==> src/rtl/lps_pkg.sv <==
// Shared types and constants for the line pixel stepper.
package lps_pkg;

    localparam int COORD_BITS = 6;
    // The error term stays within -delta_y .. delta_x, with headroom for one update.
    localparam int ERR_BITS   = COORD_BITS + 2;
    localparam int E2_BITS    = ERR_BITS + 1;
    localparam int QUEUE_DEPTH = 2;
    localparam int QPTR_BITS   = $clog2(QUEUE_DEPTH);
    localparam int QCNT_BITS   = $clog2(QUEUE_DEPTH + 1);

    typedef struct packed {
        logic [COORD_BITS-1:0] start_x;
        logic [COORD_BITS-1:0] start_y;
        logic [COORD_BITS-1:0] end_x;
        logic [COORD_BITS-1:0] end_y;
    } t_req;

    typedef struct packed {
        logic [COORD_BITS-1:0] pixel_x;
        logic [COORD_BITS-1:0] pixel_y;
        logic                  last_pixel;
    } t_pix;

    typedef struct packed {
        logic [COORD_BITS-1:0]      cur_x;
        logic [COORD_BITS-1:0]      cur_y;
        logic [COORD_BITS-1:0]      end_x;
        logic [COORD_BITS-1:0]      end_y;
        logic [COORD_BITS-1:0]      delta_x;
        logic [COORD_BITS-1:0]      delta_y;
        logic                       x_down;
        logic                       y_down;
        logic signed [ERR_BITS-1:0] err;
    } t_job;

    typedef struct packed {
        logic                 valid;
        logic                 full;
        logic [QCNT_BITS-1:0] count;
    } t_qstat;

endpackage

==> src/rtl/line_pixel_stepper.sv <==
// Top level of the Bresenham line pixel stepper.
// The first pixel word passes the queue, the job register and the output register in turn.
// Throughput: one pixel per cycle while the sink is ready; the stepper returns to idle
// between lines to take the next job; two requests can wait in the queue.
// Reset is synchronous and active low; it empties the queue and the output register.
module line_pixel_stepper (
    input  logic          i_clk,
    input  logic          i_rst_n,
    input  logic          i_valid,
    output logic          o_ready,
    input  lps_pkg::t_req i_req,
    output logic          o_valid,
    input  logic          i_ready,
    output lps_pkg::t_pix o_pix
);

    logic            push;
    logic            pop;
    logic            back_idle;
    lps_pkg::t_job   front_job;
    lps_pkg::t_job   queue_job;
    lps_pkg::t_qstat qstat;

    lps_front u_front (
        .i_valid (i_valid),
        .o_ready (o_ready),
        .i_req   (i_req),
        .o_push  (push),
        .i_full  (qstat.full),
        .o_job   (front_job)
    );

    lps_queue u_queue (
        .i_clk   (i_clk),
        .i_rst_n (i_rst_n),
        .i_push  (push),
        .i_job   (front_job),
        .i_pop   (pop),
        .o_job   (queue_job),
        .o_stat  (qstat)
    );

    lps_back u_back (
        .i_clk       (i_clk),
        .i_rst_n     (i_rst_n),
        .i_job_valid (qstat.valid),
        .i_job       (queue_job),
        .o_pop       (pop),
        .o_idle      (back_idle),
        .o_valid     (o_valid),
        .i_ready     (i_ready),
        .o_pix       (o_pix)
    );

`ifndef SYNTH
    a_qcount_bound: assert property (@(posedge i_clk) disable iff (!i_rst_n)
        qstat.count <= lps_pkg::QCNT_BITS'(lps_pkg::QUEUE_DEPTH))
        else $error("queue count beyond depth");

    a_accept_queued: assert property (@(posedge i_clk) disable iff (!i_rst_n)
        (i_valid && o_ready) |=> qstat.valid)
        else $error("accepted request missing from queue");

    a_idle_last: assert property (@(posedge i_clk) disable iff (!i_rst_n)
        back_idle |-> (!o_valid || o_pix.last_pixel))
        else $error("stepper idle while a line is unfinished");
`endif

endmodule

==> src/rtl/lps_front.sv <==
// Request classifier: deltas, step directions and initial error term.
module lps_front (
    input  logic          i_valid,
    output logic          o_ready,
    input  lps_pkg::t_req i_req,
    output logic          o_push,
    input  logic          i_full,
    output lps_pkg::t_job o_job
);

    logic [lps_pkg::COORD_BITS-1:0] dx;
    logic [lps_pkg::COORD_BITS-1:0] dy;

    assign o_ready = !i_full;
    assign o_push  = i_valid && !i_full;

    always_comb begin
        if (i_req.end_x > i_req.start_x) begin
            dx = i_req.end_x - i_req.start_x;
        end else begin
            dx = i_req.start_x - i_req.end_x;
        end
        if (i_req.end_y > i_req.start_y) begin
            dy = i_req.end_y - i_req.start_y;
        end else begin
            dy = i_req.start_y - i_req.end_y;
        end
        o_job.cur_x   = i_req.start_x;
        o_job.cur_y   = i_req.start_y;
        o_job.end_x   = i_req.end_x;
        o_job.end_y   = i_req.end_y;
        o_job.delta_x = dx;
        o_job.delta_y = dy;
        // A zero delta still marks the axis as stepping down; no step is taken there.
        o_job.x_down  = !(i_req.start_x < i_req.end_x);
        o_job.y_down  = !(i_req.start_y < i_req.end_y);
        o_job.err     = $signed({2'b00, dx}) - $signed({2'b00, dy});
    end

endmodule

==> src/rtl/lps_queue.sv <==
// Two-entry queue of classified line jobs between front and back.
module lps_queue (
    input  logic            i_clk,
    input  logic            i_rst_n,
    input  logic            i_push,
    input  lps_pkg::t_job   i_job,
    input  logic            i_pop,
    output lps_pkg::t_job   o_job,
    output lps_pkg::t_qstat o_stat
);

    lps_pkg::t_job                 r_mem [lps_pkg::QUEUE_DEPTH];
    logic [lps_pkg::QPTR_BITS-1:0] r_wptr;
    logic [lps_pkg::QPTR_BITS-1:0] r_rptr;
    logic [lps_pkg::QCNT_BITS-1:0] r_cnt;
    logic                          do_push;
    logic                          do_pop;

    assign o_stat.valid = (r_cnt != '0);
    assign o_stat.full  = (r_cnt == lps_pkg::QCNT_BITS'(lps_pkg::QUEUE_DEPTH));
    assign o_stat.count = r_cnt;
    assign do_push      = i_push && !o_stat.full;
    assign do_pop       = i_pop && o_stat.valid;
    assign o_job        = r_mem[r_rptr];

    always_ff @(posedge i_clk) begin
        if (do_push) begin
            r_mem[r_wptr] <= i_job;
        end
    end

    always_ff @(posedge i_clk) begin
        if (!i_rst_n) begin
            r_wptr <= '0;
            r_rptr <= '0;
            r_cnt  <= '0;
        end else begin
            if (do_push) begin
                r_wptr <= r_wptr + 1'b1;
            end
            if (do_pop) begin
                r_rptr <= r_rptr + 1'b1;
            end
            if (do_push && !do_pop) begin
                r_cnt <= r_cnt + 1'b1;
            end else if (do_pop && !do_push) begin
                r_cnt <= r_cnt - 1'b1;
            end
        end
    end

endmodule

==> src/rtl/lps_back.sv <==
// Bresenham stepper: walks one job and emits one pixel word per cycle while the sink is ready.
module lps_back (
    input  logic          i_clk,
    input  logic          i_rst_n,
    input  logic          i_job_valid,
    input  lps_pkg::t_job i_job,
    output logic          o_pop,
    output logic          o_idle,
    output logic          o_valid,
    input  logic          i_ready,
    output lps_pkg::t_pix o_pix
);

    typedef enum logic [1:0] {
        ST_IDLE = 2'b01,
        ST_RUN  = 2'b10
    } t_state;

    t_state        r_state;
    t_state        n_state;
    lps_pkg::t_job r_job;
    lps_pkg::t_job n_job;
    logic          r_valid;
    logic          n_valid;
    lps_pkg::t_pix r_pix;
    lps_pkg::t_pix n_pix;

    logic                              emit;
    logic                              at_end;
    logic                              step_x;
    logic                              step_y;
    logic signed [lps_pkg::E2_BITS-1:0] e2;
    logic signed [lps_pkg::E2_BITS-1:0] sdx;
    logic signed [lps_pkg::E2_BITS-1:0] sdy;
    logic signed [lps_pkg::E2_BITS-1:0] err_ext;
    logic signed [lps_pkg::E2_BITS-1:0] err_nxt;

    assign o_pop   = (r_state == ST_IDLE) && i_job_valid;
    assign o_idle  = (r_state == ST_IDLE);
    assign o_valid = r_valid;
    assign o_pix   = r_pix;
    assign emit    = (r_state == ST_RUN) && (!r_valid || i_ready);
    assign at_end  = (r_job.cur_x == r_job.end_x) && (r_job.cur_y == r_job.end_y);

    always_comb begin
        sdx     = $signed({{(lps_pkg::E2_BITS-lps_pkg::COORD_BITS){1'b0}}, r_job.delta_x});
        sdy     = $signed({{(lps_pkg::E2_BITS-lps_pkg::COORD_BITS){1'b0}}, r_job.delta_y});
        err_ext = lps_pkg::E2_BITS'(r_job.err);
        e2      = $signed({r_job.err, 1'b0});
        step_x  = (e2 > -sdy);
        step_y  = (e2 < sdx);
        err_nxt = err_ext;
        if (step_x) begin
            err_nxt = err_nxt - sdy;
        end
        if (step_y) begin
            err_nxt = err_nxt + sdx;
        end
    end

    always_comb begin
        n_state = r_state;
        n_job   = r_job;
        n_valid = r_valid;
        n_pix   = r_pix;
        if (r_valid && i_ready) begin
            n_valid = 1'b0;
        end
        case (r_state)
            ST_IDLE: begin
                if (i_job_valid) begin
                    n_job   = i_job;
                    n_state = ST_RUN;
                end
            end
            ST_RUN: begin
                if (emit) begin
                    n_valid          = 1'b1;
                    n_pix.pixel_x    = r_job.cur_x;
                    n_pix.pixel_y    = r_job.cur_y;
                    n_pix.last_pixel = at_end;
                    if (at_end) begin
                        n_state = ST_IDLE;
                    end else begin
                        n_job.err = err_nxt[lps_pkg::ERR_BITS-1:0];
                        if (step_x) begin
                            n_job.cur_x = r_job.x_down
                                ? r_job.cur_x - lps_pkg::COORD_BITS'(1)
                                : r_job.cur_x + lps_pkg::COORD_BITS'(1);
                        end
                        if (step_y) begin
                            n_job.cur_y = r_job.y_down
                                ? r_job.cur_y - lps_pkg::COORD_BITS'(1)
                                : r_job.cur_y + lps_pkg::COORD_BITS'(1);
                        end
                    end
                end
            end
            default: begin
                n_state = ST_IDLE;
            end
        endcase
    end

    always_ff @(posedge i_clk) begin
        if (!i_rst_n) begin
            r_state <= ST_IDLE;
            r_valid <= 1'b0;
        end else begin
            r_state <= n_state;
            r_valid <= n_valid;
        end
    end

    always_ff @(posedge i_clk) begin
        r_job <= n_job;
        r_pix <= n_pix;
    end

endmodule

==> config.mk <==
export PLATFORM = sky130hd
export DESIGN_NAME = line_pixel_stepper
export DESIGN_NICKNAME = d
export VERILOG_FILES = /design/src/rtl/lps_pkg.sv /design/src/rtl/line_pixel_stepper.sv /design/src/rtl/lps_front.sv /design/src/rtl/lps_queue.sv /design/src/rtl/lps_back.sv
export SDC_FILE = /design/constraint.sdc
export NUM_CORES = 1
export LEC_CHECK = 0
export BUFFER_PORTS_ARGS = -buffer_cell sky130_fd_sc_hd__buf_2
export CAP_MARGIN = 25
export CORE_MARGIN = 4
export CORE_UTILIZATION = 60
export CTS_BUF_LIST = sky130_fd_sc_hd__clkbuf_4
export DETAILED_ROUTE_END_ITERATION = 16
export PLACE_DENSITY = 0.78
export SYNTH_ARGS = -nofsm -noshare
export SYNTH_HDL_FRONTEND = slang
export SYNTH_SLANG_ARGS = --single-unit
==> constraint.sdc <==
create_clock -name i_clk -period 5.5 [get_ports i_clk]
set_input_delay 1.1 -clock i_clk [delete_from_list [all_inputs] [get_ports i_clk]]
set_output_delay 1.1 -clock i_clk [all_outputs]
set_load 0.05 [all_outputs]
Word-level counts from Yosys, hierarchy flattened
Memory sizes are Yosys's and may differ from the RTL's. A register that Yosys moved wholly into a read port is not among the register bits.
Index checks and enable logic that the tools add are counted.
W data, S select, Z words.

word-level totals
  input bits = 28
  memories = 1
  register bits = 66
  word-level logic and storage cells = 104
  memory bits (writable) = 92

memories
  name           depth  width  read ports  clocked after Yosys merged registers in  write ports  line             text
  u_queue.r_mem  2      46     1           1                                        1            lps_queue.sv:12  lps_pkg::t_job r_mem [lps_pkg::QUEUE_DEPTH];

operators by class
  equal/unequal tests = 11
  mux-type cells = 28
  add/sub/neg operators = 16
  reduce and logical (&&, ||, !) cells = 25
  $lt $le $gt $ge = 6

operators by type and width
  cell                   count
  $mux W46               1
  $mux W6                6
  $mux W8                4
  $mux W12               2
  $pmux W12 S2           1
  $sub A6 B6 Y6          4
  $pmux W8 S2            1
  $add A6 B1 Y6 const B  2
  $eq A6 B6 Y1           2
  $gt A6 B6 Y1           2
  $lt A6 B6 Y1           2
  $sub A6 B1 Y6 const B  2
  $mux W2                5
  $ne A2 B1 Y1 const B   5
  $reduce_and A5 Y1      2
  $gt A9 B9 Y1           1
  $logic_and A1 B1 Y1    9
  $lt A9 B7 Y1           1
  $neg A6 Y9             1
  $add A8 B7 Y8          1
  $sub A8 B7 Y8          1
  $mux W1                7
  $sub A6 B6 Y7          1
  $logic_not A1 Y1       6
  12 further kinds       17

Logic depth before layout (Yosys ltp)
Gate-level depths: netlist of the first run.

  depth in word-level cells = 8
  mapped depth = 19
  depth with buffers taken out = 19

Modules after synthesis
Synthesis of the first run repeated with hierarchy kept, for this count alone.

unflattened totals
  cells, all modules = 689
  area, all modules = 8842.2 um^2

by module, submodules not included
  module     sequential area each (um^2)  instances  cells each  area each (um^2)
  lps_back   1831.8                       1          320         3704.8
  lps_queue  2862.7                       1          168         3567.2
  lps_front  0.0                          1          201         1570.3

Worst setup path before layout of the first run
Ideal clock, no wire load.

  kind = register -> register
  start point = register u_back.r_job[12] (netlist bit)
  end point = register u_back.r_job, in the netlist u_back.e2[7] (data pin)
  stages on the path, launching flop included = 19
  slack = 1.362 ns
  data arrival time = 3.867 ns
  buffers on the path = 0
  path through = edfxtp_1 nor3_1 nand3_1 xnor2_1 ha_1 nand3_1 or4_1 o211ai_1 nand2_1 mux2i_1 ha_1 fa_1 a21o_1 a21oi_1 nor2b_1 o21a_1 o21ai_0 xnor2_1 o22ai_1

RTL lines
  element                 line             text
  start, declared         lps_back.sv:21   lps_pkg::t_job r_job;
  start signal, assigned  lps_back.sv:116  r_job <= n_job;

==> results.sh, run 1 <==
export IMPL_drcViolationCount=0
export IMPL_cts_tree="done"
export IMPL_synthXorXnorAreaFrac_pct=5.07
export IMPL_antenna_found_initial=2
export IMPL_min_period_over_period_pct=84.9
export IMPL_clk_latency_ns=0.54
export IMPL_avgViaCountPerCell=5.82
export IMPL_fin_skew_ns=0.0224
export IMPL_status="finished clean"
export IMPL_cts_resized_gates=0
export IMPL_rsz0062_at_grt="no"
export IMPL_cts_hold_buf=0
export IMPL_fill_cells=962
export IMPL_clkTransAtPathRegs_ns=0.14
export IMPL_grt_overflow_total=0
export IMPL_p_switching_w=0.00210
export IMPL_clockPowerShare_pct=11.3
export IMPL_regArea_sq_mm=0.00464
export IMPL_dieArea_sq_mm=0.0158
export IMPL_postCtsSetupBuffers=0
export IMPL_use_met3_pct=5.80
export IMPL_synth_distinct_cells=50
export IMPL_cts_root_buffer="clkbuf_4"
export IMPL_leakage_nw=3.58
export IMPL_finalHoldViolCount=0
export IMPL_ant_nets=0
export IMPL_layout_drive_gt1_share_pct=18.1
export IMPL_synth_compound_area_share_pct=9.25
export IMPL_yosys_area_top_type="edfxtp_1"
export IMPL_r2r_setup_slack_ns=0.83
export IMPL_clock_sinks=157
export IMPL_ys_flop_type="edfxtp_1"
export IMPL_drt_wl_total_microns=15800
export IMPL_layout_cells_non_filler=866
export IMPL_ir_worst_vdd_uv=275
export IMPL_globalplace_congestion=0.899
export IMPL_yosys_area_share_adder_pct=12.1
export IMPL_areaGrowthSynthToFinish_pct=8.36
export IMPL_die_h_microns=126
export IMPL_grt_pass1_vias=5206
export IMPL_clockBufferDepth=2
export IMPL_comb_power_share_pct=50.4
export IMPL_layout_nets=779
export IMPL_required_ns=5.76
export IMPL_grt_pass1_wl_microns=25800
export IMPL_crit_fanout=9
export IMPL_synth_seq_cells=157
export IMPL_avgSynthCellArea_sq_um=13.4
export IMPL_synth_area_sq_mm=0.00829
export IMPL_syn_nets=723
export IMPL_cp_end_kind="flop"
export IMPL_finalSetupTns_ns=0
export IMPL_drt_first_pass_iters=5
export IMPL_grtUsageMet1_pct=27.9
export IMPL_grt_util_met2_pct=32.7
export IMPL_synthCells=620
export IMPL_yosysWarnings=0
export IMPL_drt_wirelength_per_cell_microns=18.2
export IMPL_fp_dieW_microns=126
export IMPL_multi_input_area_sq_mm=0.00337
export IMPL_ys_top_cells_by_area="edfxtp_1, ha_1, mux2_2"
export IMPL_finalSetupViolCount=0
export IMPL_numCtsBuffers=17
export IMPL_fmax_mhz=214
export IMPL_dp_hpwl_microns=11800
export IMPL_synthArstFlopShare_pct=0
export IMPL_port_buffers=42
export IMPL_worstSetupPathType="reg -> reg"
export IMPL_fin_crit_ns=4.67
export IMPL_mostFrequentLayoutCells="edfxtp_1, inv_1, ha_1, buf_2, mux2_2"
export IMPL_vias=5038
export IMPL_final_common_cell="edfxtp_1"
export IMPL_powerDensity_mw_per_mm2=587
export IMPL_synth_top_cell_area_share_pct=54.0
export IMPL_max_slew_worst_pin_slew_ns=1.10
export IMPL_synth_mux_area_share_pct=8.63
export IMPL_cts_max_level=4
export IMPL_critPathLaunchType="flop"
export IMPL_power_frac_seq_pct=38.4
export IMPL_min_path_type="reg -> reg"
export IMPL_worstPathArrival_ns=4.92
export IMPL_finalMaxSlewViolations=0
export IMPL_coreArea_sq_mm=0.0134
export IMPL_yosysSeqAreaShare_pct=55.9
export IMPL_busiest_layer="met2"
export IMPL_io_pins=43
export IMPL_dp_cells=833
export IMPL_netSwitchingFraction_pct=39.9
export IMPL_internal_power_w=0.00317
export IMPL_synth_top_family_by_area="adder cells"
export IMPL_max_slew_margin_rel_pct=26.4
export IMPL_yosys_area_share_simple_pct=5.40
export IMPL_drt_iter0_drc=381
export IMPL_grt_usage_pct=20.8
export IMPL_grt_max_degree=47
export IMPL_synth_edf_count=149
export IMPL_start_util_pct=61.9
export IMPL_max_cap_violations=0
export IMPL_core_rowCount=42
-- worst max-delay path: stages, from the launching register on --
cell and delay [ns]:
edfxtp_1 0.47, nor3_1 0.33, nand3_1 0.16, xnor2_1 0.15, ha_1 0.32, nand3_1 0.08, or4_1 0.50, o211ai_1 0.13
nand2_1 0.27, mux2i_1 0.21, ha_1 0.24, fa_1 0.41, a21o_1 0.17, a21oi_1 0.22, nor2b_1 0.09, o21a_1 0.17
o21ai_0 0.22, xnor2_1 0.15, o22ai_1 0.10
-- through the flow --
| step | utilization [%] | cell area (sq um) | hold WS [ns] | setup WS, ns | total power, W |
|---|---|---|---|---|---|
| after CTS | 67.0 | 8980 | 0.554 | 0.851 | 0.00527 |
| after global placement | 65.2 | 8730 | 0.505 | 0.969 | 0.00452 |
| after global routing | 67.1 | 8990 | 0.567 | 0.511 | 0.00567 |
| after detailed placement | 65.3 | 8750 | 0.521 | 0.859 | 0.00468 |
| after floorplan | - | 8290 | 0.476 | 1.36 | 0.00404 |
| final | 67.1 | 8990 | 0.547 | 0.833 | 0.00527 |
-- path summary, 6_finish.rpt --
kind / endpoint / start / depth (start not counted)
hold / removal: u_back.o_valid / u_back.o_valid / 2
setup reg to reg: u_back.e2[7] / u_back.r_job[12] / 18
hold reg to reg: u_back.o_valid / u_back.o_valid / 2
setup / recovery: u_back.e2[7] / u_back.r_job[12] / 18
-- cell type report --
type / count / area share (%)
well taps: 176 / 2.45
multi-input cells: 383 / 37.5
clock buffers: 19 / 1.59
clock inverters: 13 / 0.975
inverters: 69 / 2.88
repair buffers: 48 / 2.98
flip-flops and latches: 157 / 51.6
diodes: 1 / 0.0278
-- power groups by stage --
stage	Clock (W)	Sequential [W]	Combinational (W)
3_3_place_gp	0	0.00203	0.00249
2_1_floorplan	0	0.00200	0.00204
3_5_place_dp	0	0.00205	0.00262
4_1_cts	0.000613	0.00202	0.00264
5_1_grt	0.000674	0.00205	0.00294
6_report	0.000594	0.00202	0.00265
-- state kept, by name (all words and copies together) (netlist names), 2 cells and up, named ones only --
register	count
u_queue.r_cnt	2
u_back.r_job	38
u_back.r_state	2
u_queue.r_mem	90
u_back.o_pix	13
u_back.e2	8
-- layer usage --
| layer | vias to the layer above | share of wire (%) |
|---|---|---|
| li1 | 2409 | - |
| met1 | 2447 | 46 |
| met2 | 144 | 47 |
| met3 | 36 | 5.1 |
| met4 | 2 | 2.2 |
| met5 | - | 0.076 |
-- logic make-up (layout without fill, tap and decap cells) --
group                    count (synthesis)  count (layout)
buffers and inverters                   80             149
AND/OR/NAND/NOR                         83              83
adder cells (fa/ha/maj)                 75              75
XOR/XNOR                                48              48
flip-flops                             157             157
other                                    0               1
multiplexers                            67              67
AO/OA/AOI/OAI                          110             110
-- Yosys cell counts (all sizes together), types with 9 or more instances --
master,instances
edfxtp,149
xor2,13
mux2i,31
o22ai,21
a21o,13
nand2,14
nand3,11
o21ai,16
fa,9
clkbuf,10
mux2,36
nor2,12
nor2b,9
a21oi,25
xnor2,35
inv,69
ha,66
Note: power is estimated with default switching activity, not from simulation.
==> inputs of run 2 (changes only) <==
==> constraint.sdc (replaced) <==
create_clock -name i_clk -period 4.6 [get_ports i_clk]
set_input_delay 0.92 -clock i_clk [delete_from_list [all_inputs] [get_ports i_clk]]
set_output_delay 0.92 -clock i_clk [all_outputs]
set_load 0.05 [all_outputs]
==> results.sh, run 2 (synthesis results as in run 1) <==
export IMPL_max_cap_violations=0
export IMPL_regArea_sq_mm=0.00464
export IMPL_postPlaceCellArea_sq_mm=0.00876
export IMPL_dieArea_sq_mm=0.0158
export IMPL_grt_usage_pct=21.1
export IMPL_cp_end_kind="flop"
export IMPL_worstPathArrival_ns=4.50
export IMPL_drcViolationCount=0
export IMPL_reg2reg_depth=18
export IMPL_grt_max_degree=47
export IMPL_fin_crit_ns=4.23
export IMPL_comb_power_share_pct=49.8
export IMPL_required_ns=4.87
export IMPL_finalSetupTns_ns=0
export IMPL_leakage_nw=3.57
export IMPL_internal_power_w=0.00381
export IMPL_max_slew_worst_pin_slew_ns=1.04
export IMPL_clock_sinks=157
export IMPL_fill_cells=960
export IMPL_multi_input_area_sq_mm=0.00338
export IMPL_layout_drive_gt1_share_pct=19.0
export IMPL_areaGrowthSynthToFinish_pct=8.84
export IMPL_stdcell_area_sq_mm=0.00903
export IMPL_netSwitchingFraction_pct=40.2
export IMPL_drt_iter0_drc=363
export IMPL_worstSetupPathType="reg -> reg"
export IMPL_ir_worst_vdd_uv=330
export IMPL_fmax_mhz=237
export IMPL_drt_wl_total_microns=15800
export IMPL_clkTransAtPathRegs_ns=0.14
export IMPL_grt_overflow_total=0
export IMPL_start_util_pct=61.9
export IMPL_port_buffers=42
export IMPL_vias=5010
export IMPL_cts_root_buffer="clkbuf_4"
export IMPL_cts_tree="done"
export IMPL_top_register="u_queue.r_mem"
export IMPL_drt_wirelength_per_cell_microns=18.2
export IMPL_rsz0062_at_grt="no"
export IMPL_mostFrequentLayoutCells="edfxtp_1, inv_1, ha_1, buf_2, mux2_2"
export IMPL_cts_hold_buf=0
export IMPL_critPathLaunchType="flop"
export IMPL_p_total_w=0.00637
export IMPL_final_common_cell="edfxtp_1"
export IMPL_clockPowerShare_pct=11.5
export IMPL_clockBufferDepth=2
export IMPL_core_rowCount=42
export IMPL_min_delay_path_depth=0
export IMPL_worstHoldEndpoint="u_back.o_pix[3]"
export IMPL_hold_start="u_back.r_job[36]"
export IMPL_cts_max_level=4
export IMPL_finalHoldViolCount=0
export IMPL_crit_fanout=4
export IMPL_powerDensity_mw_per_mm2=706
export IMPL_max_slew_margin_rel_pct=31.0
export IMPL_ant_nets=0
export IMPL_grt_pass1_wl_microns=26000
export IMPL_status="finished clean"
export IMPL_reg2reg_to="u_back.e2[7]"
export IMPL_numCtsBuffers=17
export IMPL_r2r_setup_slack_ns=0.37
export IMPL_die_h_microns=126
export IMPL_finalSetupViolCount=0
export IMPL_min_period_over_period_pct=91.9
export IMPL_coreArea_sq_mm=0.0134
export IMPL_avgViaCountPerCell=5.77
export IMPL_fin_skew_ns=0.0239
export IMPL_largest_register_ffs=90
export IMPL_io_pins=43
export IMPL_fp_dieW_microns=126
export IMPL_rr_startpoint="u_back.r_job[14]"
export IMPL_power_frac_seq_pct=38.7
export IMPL_drt_first_pass_iters=7
export IMPL_dp_hpwl_microns=11800
export IMPL_p_switching_w=0.00256
export IMPL_grt_pass1_vias=5076
export IMPL_globalplace_congestion=0.896
export IMPL_clk_latency_ns=0.56
export IMPL_antenna_found_initial=1
export IMPL_layout_nets=780
export IMPL_finalMaxSlewViolations=0
export IMPL_min_path_type="reg -> reg"
run 2: how the worst max path moves through the flow:
| stage | startpoint | endpoint | slack (ns) | cells after the start |
|---|---|---|---|---|
| after global placement | i_req[9] | u_queue.r_mem[1][5] | 0.33 | 12 |
| after global routing | u_back.r_job[14] | u_back.e2[7] | 0.06 | 18 |
| after CTS | u_back.r_job[12] | u_back.e2[7] | 0.19 | 18 |
| after floorplan | u_back.r_job[12] | u_back.e2[7] | 0.46 | 18 |
| after detailed placement | i_req[9] | u_queue.r_mem[1][5] | 0.20 | 12 |
| final | u_back.r_job[14] | u_back.e2[7] | 0.37 | 18 |
run 2: routing by layer:
layer / GRT usage (%) / part of all wire [%] / vias up
li1: - / - / 2419
met1: 29.0 / 45 / 2403
met2: 33.6 / 48 / 158
met3: 4.86 / 5.3 / 30
met4: 6.76 / 1.8 / 0
met5: 0 / 0 / -
run 2: power by group through the flow:
stage	clock (W)	combinational, W	sequential (W)
final	0.000735	0.00317	0.00247
after global routing	0.000827	0.00352	0.00251
after CTS	0.000756	0.00313	0.00246
after detailed placement	0	0.00311	0.00250
after global placement	0	0.00297	0.00248
after floorplan	0	0.00243	0.00239
run 2: final cells by class:
class | count | area share (%)
sequential | 157 | 51.4
timing repair buffer | 49 | 3.05
tap | 176 | 2.44
inverter | 69 | 2.87
antenna | 2 | 0.0554
clock buffer | 19 | 1.58
clock inverter | 13 | 1.18
multi-input combinational | 383 | 37.5
run 2: through the flow:
stage	util, %	cells	hold slack, ns	worst slack [ns]
floorplan	-	620	0.476	0.462
global route	67.4	868	0.509	0.0637
CTS	67.2	866	0.531	0.191
finish	67.4	868	0.549	0.374
global placement	65.2	833	0.505	0.330
detailed placement	65.4	834	0.522	0.198
run 2: repair_timing:
item,CTS,global route
buffers inserted,0,0
resized for setup,0,5
setup endpoints to repair,0,1
run 2: critical path, stage by stage, from the launching register on:
cell	delay [ns]
edfxtp_1	0.46
nor3_2	0.25
nand3_1	0.14
xnor2_1	0.15
ha_1	0.32
nand3_1	0.07
or4_1	0.50
o211ai_1	0.13
nand2_1	0.16
mux2i_1	0.17
ha_1	0.24
fa_1	0.41
a21o_1	0.19
a21oi_2	0.17
nor2b_1	0.06
o21a_1	0.16
o21ai_1	0.15
xnor2_1	0.13
o22ai_1	0.09
==> inputs of run 3 (changes only) <==
--- a/config.mk
+++ b/config.mk
@@ -5,13 +5,14 @@
 export SDC_FILE = /design/constraint.sdc
 export NUM_CORES = 1
 export LEC_CHECK = 0
+export ABC_AREA = 1
 export BUFFER_PORTS_ARGS = -buffer_cell sky130_fd_sc_hd__buf_2
 export CAP_MARGIN = 25
 export CORE_MARGIN = 4
-export CORE_UTILIZATION = 60
+export CORE_UTILIZATION = 58
 export CTS_BUF_LIST = sky130_fd_sc_hd__clkbuf_4
 export DETAILED_ROUTE_END_ITERATION = 16
-export PLACE_DENSITY = 0.78
+export PLACE_DENSITY = 0.79
 export SYNTH_ARGS = -nofsm -noshare
 export SYNTH_HDL_FRONTEND = slang
 export SYNTH_SLANG_ARGS = --single-unit
==> constraint.sdc (replaced) <==
create_clock -name i_clk -period 3.41 [get_ports i_clk]
set_input_delay 0.682 -clock i_clk [delete_from_list [all_inputs] [get_ports i_clk]]
set_output_delay 0.682 -clock i_clk [all_outputs]
set_load 0.05 [all_outputs]
==> results.sh, run 3 <==
export IMPL_ir_worst_vdd_uv=482
export IMPL_critPathMostFrequentCell="nand2_1"
export IMPL_fp_dieW_microns=129
export IMPL_rsz0062_at_grt="yes"
export IMPL_synth_area_sq_mm=0.00856
export IMPL_violations="setup timing"
export IMPL_drt_wl_total_microns=19600
export IMPL_dp_hpwl_microns=13900
export IMPL_numCtsBuffers=17
export IMPL_grt_overflow_total=0
export IMPL_core_rowCount=44
export IMPL_max_slew_margin_rel_pct=49.3
export IMPL_drt_wirelength_per_cell_microns=16.7
export IMPL_min_period_over_period_pct=108
export IMPL_avgSynthCellArea_sq_um=10.2
export IMPL_synth_seq_cells=157
export IMPL_vias=6458
export IMPL_min_path_type="in -> reg"
export IMPL_die_h_microns=129
export IMPL_ys_top_cells_by_area="edfxtp_1, nand2_1, ha_1"
export IMPL_leakage_nw=4.54
export IMPL_powerDensity_mw_per_mm2=1010
export IMPL_slowest_delay_ns=0.44
export IMPL_start_util_pct=59.1
export IMPL_areaGrowthSynthToFinish_pct=18.5
export IMPL_grt_pass1_vias=6238
export IMPL_globalplace_congestion=0.918
export IMPL_utilization_pct=70.1
export IMPL_mostFrequentLayoutCells="nand2_1, edfxtp_1, inv_1, buf_4, ha_1"
export IMPL_grt_max_degree=46
export IMPL_yosysWarnings=0
export IMPL_coreArea_sq_mm=0.0145
export IMPL_synthArstFlopShare_pct=0
export IMPL_cts_tree="done"
export IMPL_port_buffers=42
export IMPL_clk_latency_ns=0.53
export IMPL_ant_nets=0
export IMPL_avgViaCountPerCell=5.52
export IMPL_yosysSeqAreaShare_pct=54.1
export IMPL_yosysMostFrequentCell="nand2_1"
export IMPL_crit_slowest_cell="edfxtp_1"
export IMPL_fill_cells=1014
export IMPL_clkTransAtPathRegs_ns=0.12
export IMPL_pre_cts_ws_ns=-0.224
export IMPL_layout_drive_gt1_share_pct=23.2
export IMPL_crit_fanout=6
export IMPL_clockBufferDepth=2
export IMPL_worstPathArrival_ns=3.98
export IMPL_cts_max_level=4
export IMPL_finalHoldViolCount=0
export IMPL_drcViolationCount=0
export IMPL_max_slew_worst_pin_slew_ns=0.758
export IMPL_syn_nets=944
export IMPL_final_common_cell="nand2_1"
export IMPL_synth_distinct_cells=48
export IMPL_finalSetupTns_ns=-0.517
export IMPL_drt_iter0_drc=652
export IMPL_grt_pass1_wl_microns=30600
export IMPL_finalSetupViolCount=5
export IMPL_drt_first_pass_iters=6
export IMPL_grt_usage_pct=23.7
export IMPL_layout_nets=1076
export IMPL_fin_crit_ns=3.69
export IMPL_status="finished, violations left"
export IMPL_cp_end_kind="flop"
export IMPL_holdWs_ns=0.371
export IMPL_worstSetupPathType="reg -> reg"
export IMPL_required_ns=3.70
export IMPL_top_register="u_queue.r_mem"
export IMPL_multi_input_area_sq_mm=0.00365
export IMPL_setup_slack_ns=-0.277
export IMPL_path_cells="nor3_2 -> nand3_1 -> xor2_1 -> ha_1 -> nand2_1 -> nor2_1 -> a21oi_1 -> nand2_4 -> nand2_4 -> inv_6 -> buf_6 -> nand2_2 -> o21ai_4 -> ha_4 -> inv_1 -> o21bai_2 -> nand2_1 -> nand2_1 -> a21oi_1 -> nor2_1 -> nand3_1 -> nand2_1 -> o21ai_1"
export IMPL_clock_sinks=157
export IMPL_yosys_area_top_type="edfxtp_1"
export IMPL_critPathLaunchType="flop"
export IMPL_largest_register_ffs=90
export IMPL_cts_root_buffer="clkbuf_4"
export IMPL_synth_edf_count=149
export IMPL_netlist_top_cells_count="nand2_1, edfxtp_1, inv_1, ha_1, nor2_1"
export IMPL_dieArea_sq_mm=0.0168
export IMPL_cts_hold_buf=0
export IMPL_fmax_mhz=271
export IMPL_io_pins=43
export IMPL_fin_skew_ns=0.0168
export IMPL_synthCells=841
export IMPL_antenna_found_initial=1
export IMPL_ys_flop_type="edfxtp_1"
export IMPL_regArea_sq_mm=0.00463
export IMPL_max_cap_violations=0
export IMPL_finalMaxSlewViolations=0
export IMPL_synth_top_cell_area_share_pct=52.3
## run 3: per-stage QoR
step,instance area (sq um),power (W),std cells
6_report,10100,0.0103,1170
5_1_grt,10100,0.0110,1170
4_1_cts,9930,0.00955,1162
3_5_place_dp,9490,0.00801,1123
3_3_place_gp,9490,0.00778,1123
2_1_floorplan,8570,0.00654,841
## run 3: critical path: cells and delay by family (launching register included)
family                   cells  cell delay (ns)
flip-flops                   1             0.44
AO/OA/AOI/OAI                5             0.67
AND/OR/NAND/NOR             12             1.33
XOR/XNOR                     1             0.17
buffers and inverters        3             0.25
adder cells (fa/ha/maj)      2             0.58
## run 3: routing by layer
metal,up-vias,wire (microns),GRT usage (%)
met5,-,0,0
met1,3037,8160,32.3
met4,0,608,7.33
met2,283,9490,38.8
li1,3074,-,-
met3,64,1320,4.49
## run 3: final timing paths
kind	slack (ns)	to	cells past startpoint	start
max	-0.28	u_back.e2[7]	23	u_back.r_job[12]
min	0.37	u_queue.r_mem[1][44]	1	i_req[22]
min reg2reg	0.48	flop	1	u_queue.r_rptr
max reg2reg	-0.28	u_back.e2[7]	23	u_back.r_job[12]
## run 3: kinds of logic after synthesis
group,Yosys count,share of synthesized area [%]
flip-flops,157,54.1
multiplexers,4,0.468
XOR/XNOR,42,4.30
AND/OR/NAND/NOR,319,15.5
buffers and inverters,141,6.39
adder cells (fa/ha/maj),75,11.8
AO/OA/AOI/OAI,103,7.47
## run 3: where the power goes
| group | leakage (nW) | internal, W | switching [W] | total [W] |
|---|---|---|---|---|
| clock network | 0.145 | 0.000442 | 0.000634 | 0.00108 |
| logic | 2.93 | 0.00241 | 0.00342 | 0.00583 |
| registers | 1.47 | 0.00294 | 0.000438 | 0.00338 |
## run 3: area by class of cell
| class | count | share of cell area (%) |
|---|---|---|
| Sequential cell | 157 | 45.7 |
| Tap cell | 184 | 2.27 |
| Multi-Input combinational cell | 543 | 36.0 |
| Timing Repair Buffer | 130 | 8.69 |
| Clock inverter | 13 | 1.39 |
| Inverter | 124 | 4.65 |
| Antenna cell | 1 | 0.0247 |
| Clock buffer | 18 | 1.33 |
## run 3: timing repair
action                                  in CTS  in global routing
gates cloned                                 0                  0
endpoints found under the setup margin       4                  7
buffers inserted                             8                  6
gates resized for setup                     23                 31
pin swaps                                   32                 30
